## config.mk

```make
export PLATFORM = sky130hd
export DESIGN_NAME = sorted_insert_table
export DESIGN_NICKNAME = d
export VERILOG_FILES = /design/src/rtl/sit_pkg.sv /design/src/rtl/sit_ctrl.sv /design/src/rtl/sit_dpath.sv /design/src/rtl/sorted_insert_table.sv
export SDC_FILE = /design/constraint.sdc
export NUM_CORES = 2
export LEC_CHECK = 0
export BUFFER_PORTS_ARGS = -buffer_cell sky130_fd_sc_hd__buf_2
export CORE_MARGIN = 2
export CORE_UTILIZATION = 40
export DETAILED_ROUTE_END_ITERATION = 16
export SLEW_MARGIN = 20
export SYNTH_ARGS = -nofsm -noshare
export SYNTH_HDL_FRONTEND = slang
export SYNTH_HIERARCHICAL = 1
export SYNTH_SLANG_ARGS = --single-unit
```

## constraint.sdc

```tcl
create_clock -name clk -period 14.2 [get_ports clk]
set_clock_uncertainty 0.2 [all_clocks]
set_input_delay 2.84 -clock clk [delete_from_list [all_inputs] [get_ports clk]]
set_output_delay 2.84 -clock clk [all_outputs]
set_load 0.005 [all_outputs]
```

## src/rtl/sit_pkg.sv

```systemverilog
// shared types, constants and codes for the sorted insert table
`timescale 1ns / 1ps

package sit_pkg;

  localparam int TABLE_DEPTH = 64;
  localparam int KEY_BITS    = 32;
  localparam int ADDR_W      = $clog2(TABLE_DEPTH);
  localparam int CNT_W       = ADDR_W + 1;

  typedef logic [KEY_BITS-1:0] key_t;
  typedef logic [15:0]         tag_t;
  typedef logic [ADDR_W-1:0]   addr_t;
  typedef logic [CNT_W-1:0]    cnt_t;

  typedef enum logic [1:0] {
    ORD_APPEND = 2'd0,
    ORD_ASC    = 2'd1,
    ORD_DESC   = 2'd2
  } order_t;

  typedef enum logic [1:0] {
    ST_OK   = 2'd0,
    ST_FULL = 2'd1,
    ST_OOB  = 2'd2
  } status_t;

  typedef enum logic [0:0] {
    OP_INSERT = 1'b0,
    OP_READ   = 1'b1
  } op_t;

  typedef enum logic [1:0] {
    RD_IDX,
    RD_IDX_M1,
    RD_RIDX
  } rd_sel_t;

  typedef enum logic [1:0] {
    RES_INS_OK,
    RES_FULL,
    RES_OOB,
    RES_READ
  } res_kind_t;

  typedef enum logic [2:0] {
    S_IDLE,
    S_DECODE,
    S_SRCH_RD,
    S_SRCH_CMP,
    S_SH_RD,
    S_SH_WR,
    S_INS,
    S_RD_OUT
  } state_t;

  typedef struct packed {
    logic [0:0]  operation;
    logic [31:0] entry_price;
    logic [15:0] entry_tag;
    logic [5:0]  read_index;
  } in_word_t;

  typedef struct packed {
    logic [1:0]  status;
    logic [5:0]  position;
    logic [31:0] read_price;
    logic [15:0] read_tag;
    logic [6:0]  entry_count;
  } out_word_t;

  typedef struct packed {
    logic      latch;
    logic      idx_clr;
    logic      idx_inc;
    logic      idx_dec;
    logic      idx_load_count;
    logic      slot_from_idx;
    logic      slot_from_count;
    logic      rd_en;
    rd_sel_t   rd_sel;
    logic      wr_shift;
    logic      wr_new;
    logic      count_inc;
    logic      emit;
    res_kind_t emit_kind;
  } sit_cmd_t;

  typedef struct packed {
    logic is_read;
    logic oob;
    logic full;
    logic sorted;
    logic idx_at_count;
    logic idx_at_slot;
    logic match;
  } sit_stat_t;

endpackage

```

## src/rtl/sit_ctrl.sv

```systemverilog
// controller state machine: search, shift and insert sequencing
`timescale 1ns / 1ps

module sit_ctrl (
  input  logic              clk,
  input  logic              rst_n,
  input  logic              start,
  output logic              busy,
  input  sit_pkg::sit_stat_t stat,
  output sit_pkg::sit_cmd_t  cmd
);

  sit_pkg::state_t state_r, state_nxt;

  always_ff @(posedge clk) begin
    if (!rst_n) begin
      state_r <= sit_pkg::S_IDLE;
    end else begin
      state_r <= state_nxt;
    end
  end

  assign busy = (state_r != sit_pkg::S_IDLE);

  always_comb begin
    state_nxt     = state_r;
    cmd           = '0;
    cmd.rd_sel    = sit_pkg::RD_IDX;
    cmd.emit_kind = sit_pkg::RES_INS_OK;
    case (state_r)
      sit_pkg::S_IDLE: begin
        if (start) begin
          cmd.latch = 1'b1;
          state_nxt = sit_pkg::S_DECODE;
        end
      end
      sit_pkg::S_DECODE: begin
        if (stat.is_read) begin
          if (stat.oob) begin
            cmd.emit      = 1'b1;
            cmd.emit_kind = sit_pkg::RES_OOB;
            state_nxt     = sit_pkg::S_IDLE;
          end else begin
            cmd.rd_en  = 1'b1;
            cmd.rd_sel = sit_pkg::RD_RIDX;
            state_nxt  = sit_pkg::S_RD_OUT;
          end
        end else if (stat.full) begin
          cmd.emit      = 1'b1;
          cmd.emit_kind = sit_pkg::RES_FULL;
          state_nxt     = sit_pkg::S_IDLE;
        end else if (stat.sorted) begin
          cmd.idx_clr = 1'b1;
          state_nxt   = sit_pkg::S_SRCH_RD;
        end else begin
          cmd.slot_from_count = 1'b1;
          state_nxt           = sit_pkg::S_INS;
        end
      end
      sit_pkg::S_SRCH_RD: begin
        if (stat.idx_at_count) begin
          // ran off the end: goes after every stored entry
          cmd.slot_from_count = 1'b1;
          cmd.idx_load_count  = 1'b1;
          state_nxt           = sit_pkg::S_SH_RD;
        end else begin
          cmd.rd_en  = 1'b1;
          cmd.rd_sel = sit_pkg::RD_IDX;
          state_nxt  = sit_pkg::S_SRCH_CMP;
        end
      end
      sit_pkg::S_SRCH_CMP: begin
        if (stat.match) begin
          cmd.slot_from_idx  = 1'b1;
          cmd.idx_load_count = 1'b1;
          state_nxt          = sit_pkg::S_SH_RD;
        end else begin
          cmd.idx_inc = 1'b1;
          state_nxt   = sit_pkg::S_SRCH_RD;
        end
      end
      sit_pkg::S_SH_RD: begin
        if (stat.idx_at_slot) begin
          state_nxt = sit_pkg::S_INS;
        end else begin
          cmd.rd_en  = 1'b1;
          cmd.rd_sel = sit_pkg::RD_IDX_M1;
          state_nxt  = sit_pkg::S_SH_WR;
        end
      end
      sit_pkg::S_SH_WR: begin
        cmd.wr_shift = 1'b1;
        cmd.idx_dec  = 1'b1;
        state_nxt    = sit_pkg::S_SH_RD;
      end
      sit_pkg::S_INS: begin
        cmd.wr_new    = 1'b1;
        cmd.count_inc = 1'b1;
        cmd.emit      = 1'b1;
        cmd.emit_kind = sit_pkg::RES_INS_OK;
        state_nxt     = sit_pkg::S_IDLE;
      end
      sit_pkg::S_RD_OUT: begin
        cmd.emit      = 1'b1;
        cmd.emit_kind = sit_pkg::RES_READ;
        state_nxt     = sit_pkg::S_IDLE;
      end
      default: begin
        state_nxt = sit_pkg::S_IDLE;
      end
    endcase
  end

`ifndef SYNTHESIS
  // a word is taken only from idle, and idle always moves on to decode
  a_accept_decode: assert property (@(posedge clk) disable iff (!rst_n)
    (start && !busy) |=> (state_r == sit_pkg::S_DECODE))
    else $error("accepted word did not reach decode");

  // a single emit per word: never two in a row
  a_one_emit: assert property (@(posedge clk) disable iff (!rst_n)
    cmd.emit |=> !cmd.emit)
    else $error("back to back emits");

  // memory is never written and read in the same cycle
  a_port_excl: assert property (@(posedge clk) disable iff (!rst_n)
    !(cmd.rd_en && (cmd.wr_shift || cmd.wr_new)))
    else $error("read and write collide");
`endif

endmodule

```

## src/rtl/sit_dpath.sv

```systemverilog
// datapath: entry memory, index and slot registers, compare and result word
`timescale 1ns / 1ps

module sit_dpath (
  input  logic               clk,
  input  logic               rst_n,
  input  sit_pkg::in_word_t  in_data,
  input  logic               cfg_we,
  input  logic [1:0]         cfg_data,
  input  sit_pkg::sit_cmd_t  cmd,
  output sit_pkg::sit_stat_t stat,
  output logic               out_valid,
  output sit_pkg::out_word_t out_data
);

  sit_pkg::key_t key_mem [sit_pkg::TABLE_DEPTH];
  sit_pkg::tag_t tag_mem [sit_pkg::TABLE_DEPTH];

  logic [1:0]         order_r;
  sit_pkg::in_word_t  item_r;
  sit_pkg::cnt_t      count_r, count_nxt;
  sit_pkg::cnt_t      idx_r, idx_nxt;
  sit_pkg::cnt_t      slot_r, slot_nxt;
  sit_pkg::key_t      rd_key_r;
  sit_pkg::tag_t      rd_tag_r;
  logic               out_valid_r;
  sit_pkg::out_word_t out_r, out_nxt;

  sit_pkg::key_t  new_key;
  sit_pkg::cnt_t  idx_m1;
  sit_pkg::addr_t rd_addr, wr_addr;
  sit_pkg::key_t  wr_key;
  sit_pkg::tag_t  wr_tag;
  logic           wr_en;

  assign new_key = item_r.entry_price[sit_pkg::KEY_BITS-1:0];
  assign idx_m1  = idx_r - sit_pkg::CNT_W'(1);

  always_ff @(posedge clk) begin
    if (!rst_n) begin
      order_r <= sit_pkg::ORD_APPEND;
    end else if (cfg_we) begin
      order_r <= cfg_data;
    end
  end

  always_ff @(posedge clk) begin
    if (cmd.latch) begin
      item_r <= in_data;
    end
  end

  // status back to the controller
  always_comb begin
    stat              = '0;
    stat.is_read      = (item_r.operation == sit_pkg::OP_READ);
    stat.oob          = ({1'b0, item_r.read_index} >= count_r);
    stat.full         = (count_r == sit_pkg::CNT_W'(sit_pkg::TABLE_DEPTH));
    stat.sorted       = (order_r == sit_pkg::ORD_ASC) || (order_r == sit_pkg::ORD_DESC);
    stat.idx_at_count = (idx_r == count_r);
    stat.idx_at_slot  = (idx_r == slot_r);
    stat.match        = (order_r == sit_pkg::ORD_ASC) ? (rd_key_r >= new_key)
                                                      : (rd_key_r <= new_key);
  end

  always_comb begin
    count_nxt = count_r;
    if (cmd.count_inc) begin
      count_nxt = count_r + sit_pkg::CNT_W'(1);
    end
    idx_nxt = idx_r;
    if (cmd.idx_clr) begin
      idx_nxt = '0;
    end else if (cmd.idx_inc) begin
      idx_nxt = idx_r + sit_pkg::CNT_W'(1);
    end else if (cmd.idx_dec) begin
      idx_nxt = idx_m1;
    end else if (cmd.idx_load_count) begin
      idx_nxt = count_r;
    end
    slot_nxt = slot_r;
    if (cmd.slot_from_idx) begin
      slot_nxt = idx_r;
    end else if (cmd.slot_from_count) begin
      slot_nxt = count_r;
    end
  end

  always_ff @(posedge clk) begin
    if (!rst_n) begin
      count_r <= '0;
    end else begin
      count_r <= count_nxt;
    end
  end

  always_ff @(posedge clk) begin
    idx_r  <= idx_nxt;
    slot_r <= slot_nxt;
  end

  // single read port, single write port
  always_comb begin
    case (cmd.rd_sel)
      sit_pkg::RD_IDX:    rd_addr = idx_r[sit_pkg::ADDR_W-1:0];
      sit_pkg::RD_IDX_M1: rd_addr = idx_m1[sit_pkg::ADDR_W-1:0];
      sit_pkg::RD_RIDX:   rd_addr = item_r.read_index[sit_pkg::ADDR_W-1:0];
      default:            rd_addr = idx_r[sit_pkg::ADDR_W-1:0];
    endcase
  end

  assign wr_en   = cmd.wr_shift || cmd.wr_new;
  assign wr_addr = cmd.wr_new ? slot_r[sit_pkg::ADDR_W-1:0] : idx_r[sit_pkg::ADDR_W-1:0];
  assign wr_key  = cmd.wr_new ? new_key : rd_key_r;
  assign wr_tag  = cmd.wr_new ? item_r.entry_tag : rd_tag_r;

  always_ff @(posedge clk) begin
    if (cmd.rd_en) begin
      rd_key_r <= key_mem[rd_addr];
      rd_tag_r <= tag_mem[rd_addr];
    end
  end

  always_ff @(posedge clk) begin
    if (wr_en) begin
      key_mem[wr_addr] <= wr_key;
      tag_mem[wr_addr] <= wr_tag;
    end
  end

  // result word
  always_comb begin
    out_nxt             = '0;
    out_nxt.entry_count = 7'(count_nxt);
    case (cmd.emit_kind)
      sit_pkg::RES_INS_OK: begin
        out_nxt.status   = sit_pkg::ST_OK;
        out_nxt.position = 6'(slot_r);
      end
      sit_pkg::RES_FULL: begin
        out_nxt.status = sit_pkg::ST_FULL;
      end
      sit_pkg::RES_OOB: begin
        out_nxt.status = sit_pkg::ST_OOB;
      end
      sit_pkg::RES_READ: begin
        out_nxt.status     = sit_pkg::ST_OK;
        out_nxt.read_price = 32'(rd_key_r);
        out_nxt.read_tag   = rd_tag_r;
      end
      default: begin
        out_nxt.status = sit_pkg::ST_OK;
      end
    endcase
  end

  always_ff @(posedge clk) begin
    if (!rst_n) begin
      out_valid_r <= 1'b0;
    end else begin
      out_valid_r <= cmd.emit;
    end
  end

  always_ff @(posedge clk) begin
    if (cmd.emit) begin
      out_r <= out_nxt;
    end
  end

  assign out_valid = out_valid_r;
  assign out_data  = out_r;

`ifndef SYNTHESIS
  a_count_bound: assert property (@(posedge clk) disable iff (!rst_n)
    count_r <= sit_pkg::CNT_W'(sit_pkg::TABLE_DEPTH))
    else $error("fill count beyond table depth");

  a_count_step: assert property (@(posedge clk) disable iff (!rst_n)
    cmd.count_inc |=> (count_r == $past(count_r) + sit_pkg::CNT_W'(1)))
    else $error("fill count did not step on insert");

  // shifting or inserting never writes past the current fill
  a_wr_range: assert property (@(posedge clk) disable iff (!rst_n)
    wr_en |-> ((cmd.wr_new ? slot_r : idx_r) <= count_r))
    else $error("write beyond fill count");

  a_full_word: assert property (@(posedge clk) disable iff (!rst_n)
    (out_valid_r && out_r.status == sit_pkg::ST_FULL)
      |-> (count_r == sit_pkg::CNT_W'(sit_pkg::TABLE_DEPTH)))
    else $error("full status with room left");
`endif

endmodule

```

## src/rtl/sorted_insert_table.sv

```systemverilog
// top level of the sorted insert table
`timescale 1ns / 1ps

// Bounded table of (price key, tag) entries kept in insert order, ascending or
// descending key order, as selected by the cfg_data order code.
// Input: drive in_data and raise start; the word is taken at an edge where
// start is high and busy is low. busy stays high until the result is issued.
// Output: one result word per input word, on out_data for exactly one cycle
// with out_valid high; the receiver cannot stall it.
// Config: cfg_we with cfg_data writes the order code; write it while idle.
// Steps from accept to the result:
//   read out of range or insert into a full table: decode issues it
//   read in range or unsorted append: decode, then read-out or insert state
//   sorted insert: a read and a compare step per entry compared, a read and
//   a write step per entry moved, then insert; an insert after every entry
//   moves none; slowest is a sorted insert at slot 0 of a nearly full table
// The next word is taken at the same edge that takes the result.
// The single-port entry memory sets the pace: each compare and each move of
// one entry is a read step followed by a compare or write step.
// Reset clears the fill count and the order code (append); the memory is not
// cleared, since only entries below the fill count are ever read.

module sorted_insert_table (
  input  logic               clk,
  input  logic               rst_n,
  input  logic               start,
  output logic               busy,
  input  sit_pkg::in_word_t  in_data,
  input  logic               cfg_we,
  input  logic [1:0]         cfg_data,
  output logic               out_valid,
  output sit_pkg::out_word_t out_data
);

  sit_pkg::sit_cmd_t  cmd;
  sit_pkg::sit_stat_t stat;

  sit_ctrl u_ctrl (
    .clk   (clk),
    .rst_n (rst_n),
    .start (start),
    .busy  (busy),
    .stat  (stat),
    .cmd   (cmd)
  );

  sit_dpath u_dpath (
    .clk       (clk),
    .rst_n     (rst_n),
    .in_data   (in_data),
    .cfg_we    (cfg_we),
    .cfg_data  (cfg_data),
    .cmd       (cmd),
    .stat      (stat),
    .out_valid (out_valid),
    .out_data  (out_data)
  );

endmodule
```

==> results.ini <==
[cts]
cts_htree_levels = 5
cts_buffers = 334
max-clock-path-buffers = 4
clk_transition_reported_paths_ns = 0.06
clk_latency_ns = 0.90
cts-root-buf = clkbuf_16
cts.sinks = 3265
postCtsSetupBuffers = 0
cts_tree = done
cts-resized-gates = 0
cts_hold_buffers = 0

[cells_and_area]
nets = 8703
layout_commonest_cell = edfxtp_1
mostFrequentLayoutCells = 3245 x edfxtp_1, 1589 x nand2_1, 784 x and2_1
final.fill_count = 27700
final_layout_size_suffix_gt1_frac = 0.109
fin_area_um2 = 146000
multiInputGateArea_um2 = 29300
area_growth_pct = 12.8
area.sequential_um2 = 97800

[setup_path]
criticalPathCategory = flip-flop to flip-flop
cp_max_fo = 193
r2r_cells = 20
required_ns = 14.67
cp.arrival_ns = 7.86
end_kind = flip-flop
start_kind = flip-flop
rrSetupSlack_ns = 6.81

[yosys]
ys.flop_type = edfxtp_1
yosys-top-cells-area = edfxtp_1 75%, a311oi_1 5.2%, nand2_1 4.6%
yosysSeqAreaShare = 0.755
yosys.area.top_type = edfxtp_1
async_flop_share = 0
synth_area_um2 = 130000
synth_cell_types = 67
ys_warn_count = 6
ys_seq_elements = 3265
synth_cells = 8565
synth_top_cell_area_share = 0.752
syn-num-nets = 8671
avgSynthCellArea_um2 = 15.1
synth_edf_count = 3245

[sta]
fmax_mhz = 135
slew_headroom = 0.232
grt_setup_unrepaired = no
fin_setup_tns_ns = 0
finalCritPeriodShare = 0.520
tightest_slew_ns = 1.15
hold_viol_final = 0
slew_violations = 0
period_minus_slack_ns = 7.39
finalSetupViolations = 0

[flow_run]
cap_violations = 0

[floorplanning]
die-area_um2 = 328000
num_rows = 208
initial_core_util = 0.403
die_w_um = 573
core_area_um2 = 322000
ios = 126
die_h_um = 573

[global_routing]
grt-ovfl-total = 0
antenna_found_initial = 12
grtUsageMet2 = 0.385
globalRouteTotalUtil = 0.241
first_global_vias = 75100
grt_max_degree = 200
busiest_layer = met2
use_met3 = 0.0414
grt_pass1_wl_um = 571000
grt.met1_usage = 0.328

[detailed_routing]
postRouteAntennaNets = 0
totalWireLength_um = 410000
avgViaCountPerCell = 6.11
drt-initial-drc-count = 12100
drc = 0
vias = 80400
dr.pass1.iters = 6
post_drt_wl_per_cell_um = 31.1

[power_and_ir_drop]
power_density_nw_per_um2 = 171
max-vdd-ir-drop_uv = 149
power_leakage_nw = 45.1

[status]
status = complete, no violations

[placement]
placement.io_buffers = 125
place_area_um2 = 135000
globalplace.congestion = 0.818
dp.final_hpwl_um = 210000

[worst_hold_path]
min_path_cells = 2
hold_path.class = flip-flop to flip-flop

[cell type report]
class	instances	share of cell area
Multi-Input combinational cell	4587	0.201
Clock inverter	184	0.0120
Timing Repair Buffer	352	0.0192
Inverter	57	0.00146
Sequential cell	3265	0.670
Tap cell	4305	0.0369
Antenna cell	7	0.000120
Clock buffer	408	0.0598
[metal layers]
layer / wire [µm] / part of all wire / up-vias
li1: - / - / 33600
met1: 161000 / 0.39 / 41500
met2: 192000 / 0.47 / 4414
met3: 39700 / 0.097 / 871
met4: 17400 / 0.042 / 2
met5: 7 / 0.000017 / -
[kinds of logic after synthesis]
logic type                 Yosys count  synth area share
adders and majority gates           45           0.00435
and+or+nand+nor                   2634            0.0951
xor gates and xnor gates            22           0.00149
DFF                               3265             0.755
AOI/OAI and AO/OA                 1832             0.115
buffers and inverters              713            0.0236
muxes                               54           0.00466
[report_power, final]
part / internal [mW] / switching (mW) / leakage, nW
logic: 1.50 / 3.90 / 10.7
registers: 10.9 / 0.104 / 29.3
clock network: 4.89 / 3.67 / 5.13
[synthesized netlist by cell type, drive strengths merged (2+ instances only)]
cell type and instances:
or2 2, nand3 6, nor3 7, xor2 8
nor2b 9, o41ai 144, nor4 53, clkbuf 408
xnor2 14, o31ai 4, nor2 88, edfxtp 3245
a21oi 24, o22ai 4, ha 45, o21bai 3
a311oi 768, and3 50, mux2i 4, and2 785
dfxtp 20, o32ai 4, mux2 50, nand2 1592
a21o 6, a31oi 5, inv 57, a22oi 3
and4bb 2, or3 5, nand4 11, nor3b 5
nand3b 2, o21ai 29, nand2b 11, buf 248
a211oi 773, o2111ai 48, o211ai 4, o21a 5
[final timing paths]
check,from,endpoint
max,u_dpath/count_r[0],u_dpath/rd_key_r[5]
min,u_dpath/order_r[1],u_dpath/order_r[1]
max reg2reg,u_dpath/count_r[0],u_dpath/rd_key_r[5]
min reg2reg,u_dpath/order_r[1],u_dpath/order_r[1]
[sequential cells by signal, indices dropped and copies added (netlist names), 2 cells and up]
register / count
u_dpath/item_r: 22
u_dpath/out_data: 63
u_dpath/slot_r: 7
u_dpath/rd_key_r: 32
u_dpath/new_key: 32
u_dpath/order_r: 2
u_dpath/rd_tag_r: 16
u_dpath/count_r: 7
u_dpath/tag_mem: 1024
u_dpath/idx_r: 7
u_dpath/key_mem: 2048
u_ctrl/state_r: 3
[per-stage QoR]
step / utilization / setup WS (ns) / hold slack, ns / instances / power (mW)
finish: 0.454 / 6.81 / 0.329 / 13200 / 25.0
global route: 0.454 / 6.48 / 0.360 / 13200 / 25.9
CTS: 0.453 / 6.94 / 0.329 / 13200 / 25.0
detailed placement: 0.421 / 7.02 / 0.313 / 12600 / 16.5
global placement: 0.420 / 6.95 / 0.309 / 12600 / 16.4
floorplan: - / 8.37 / 0.283 / 8565 / 15.0
[critical path, cell delays in order (launching register included)]
cell and delay, ns:
dfxtp_1 0.48, ha_1 0.29, nand2b_1 0.14, a21o_1 0.19
a21o_1 0.18, a21o_1 0.17, a21o_1 0.17, a21oi_1 0.16
nor2_1 0.09, nor3b_1 0.42, ha_1 0.53, o31ai_4 0.36
buf_12 0.61, buf_12 0.56, buf_4 0.70, buf_4 0.60
and2_1 0.21, a211oi_1 0.05, a311oi_1 0.32, nor4_1 0.14
o2111ai_1 0.20
Power figures use the tool's default switching activity.
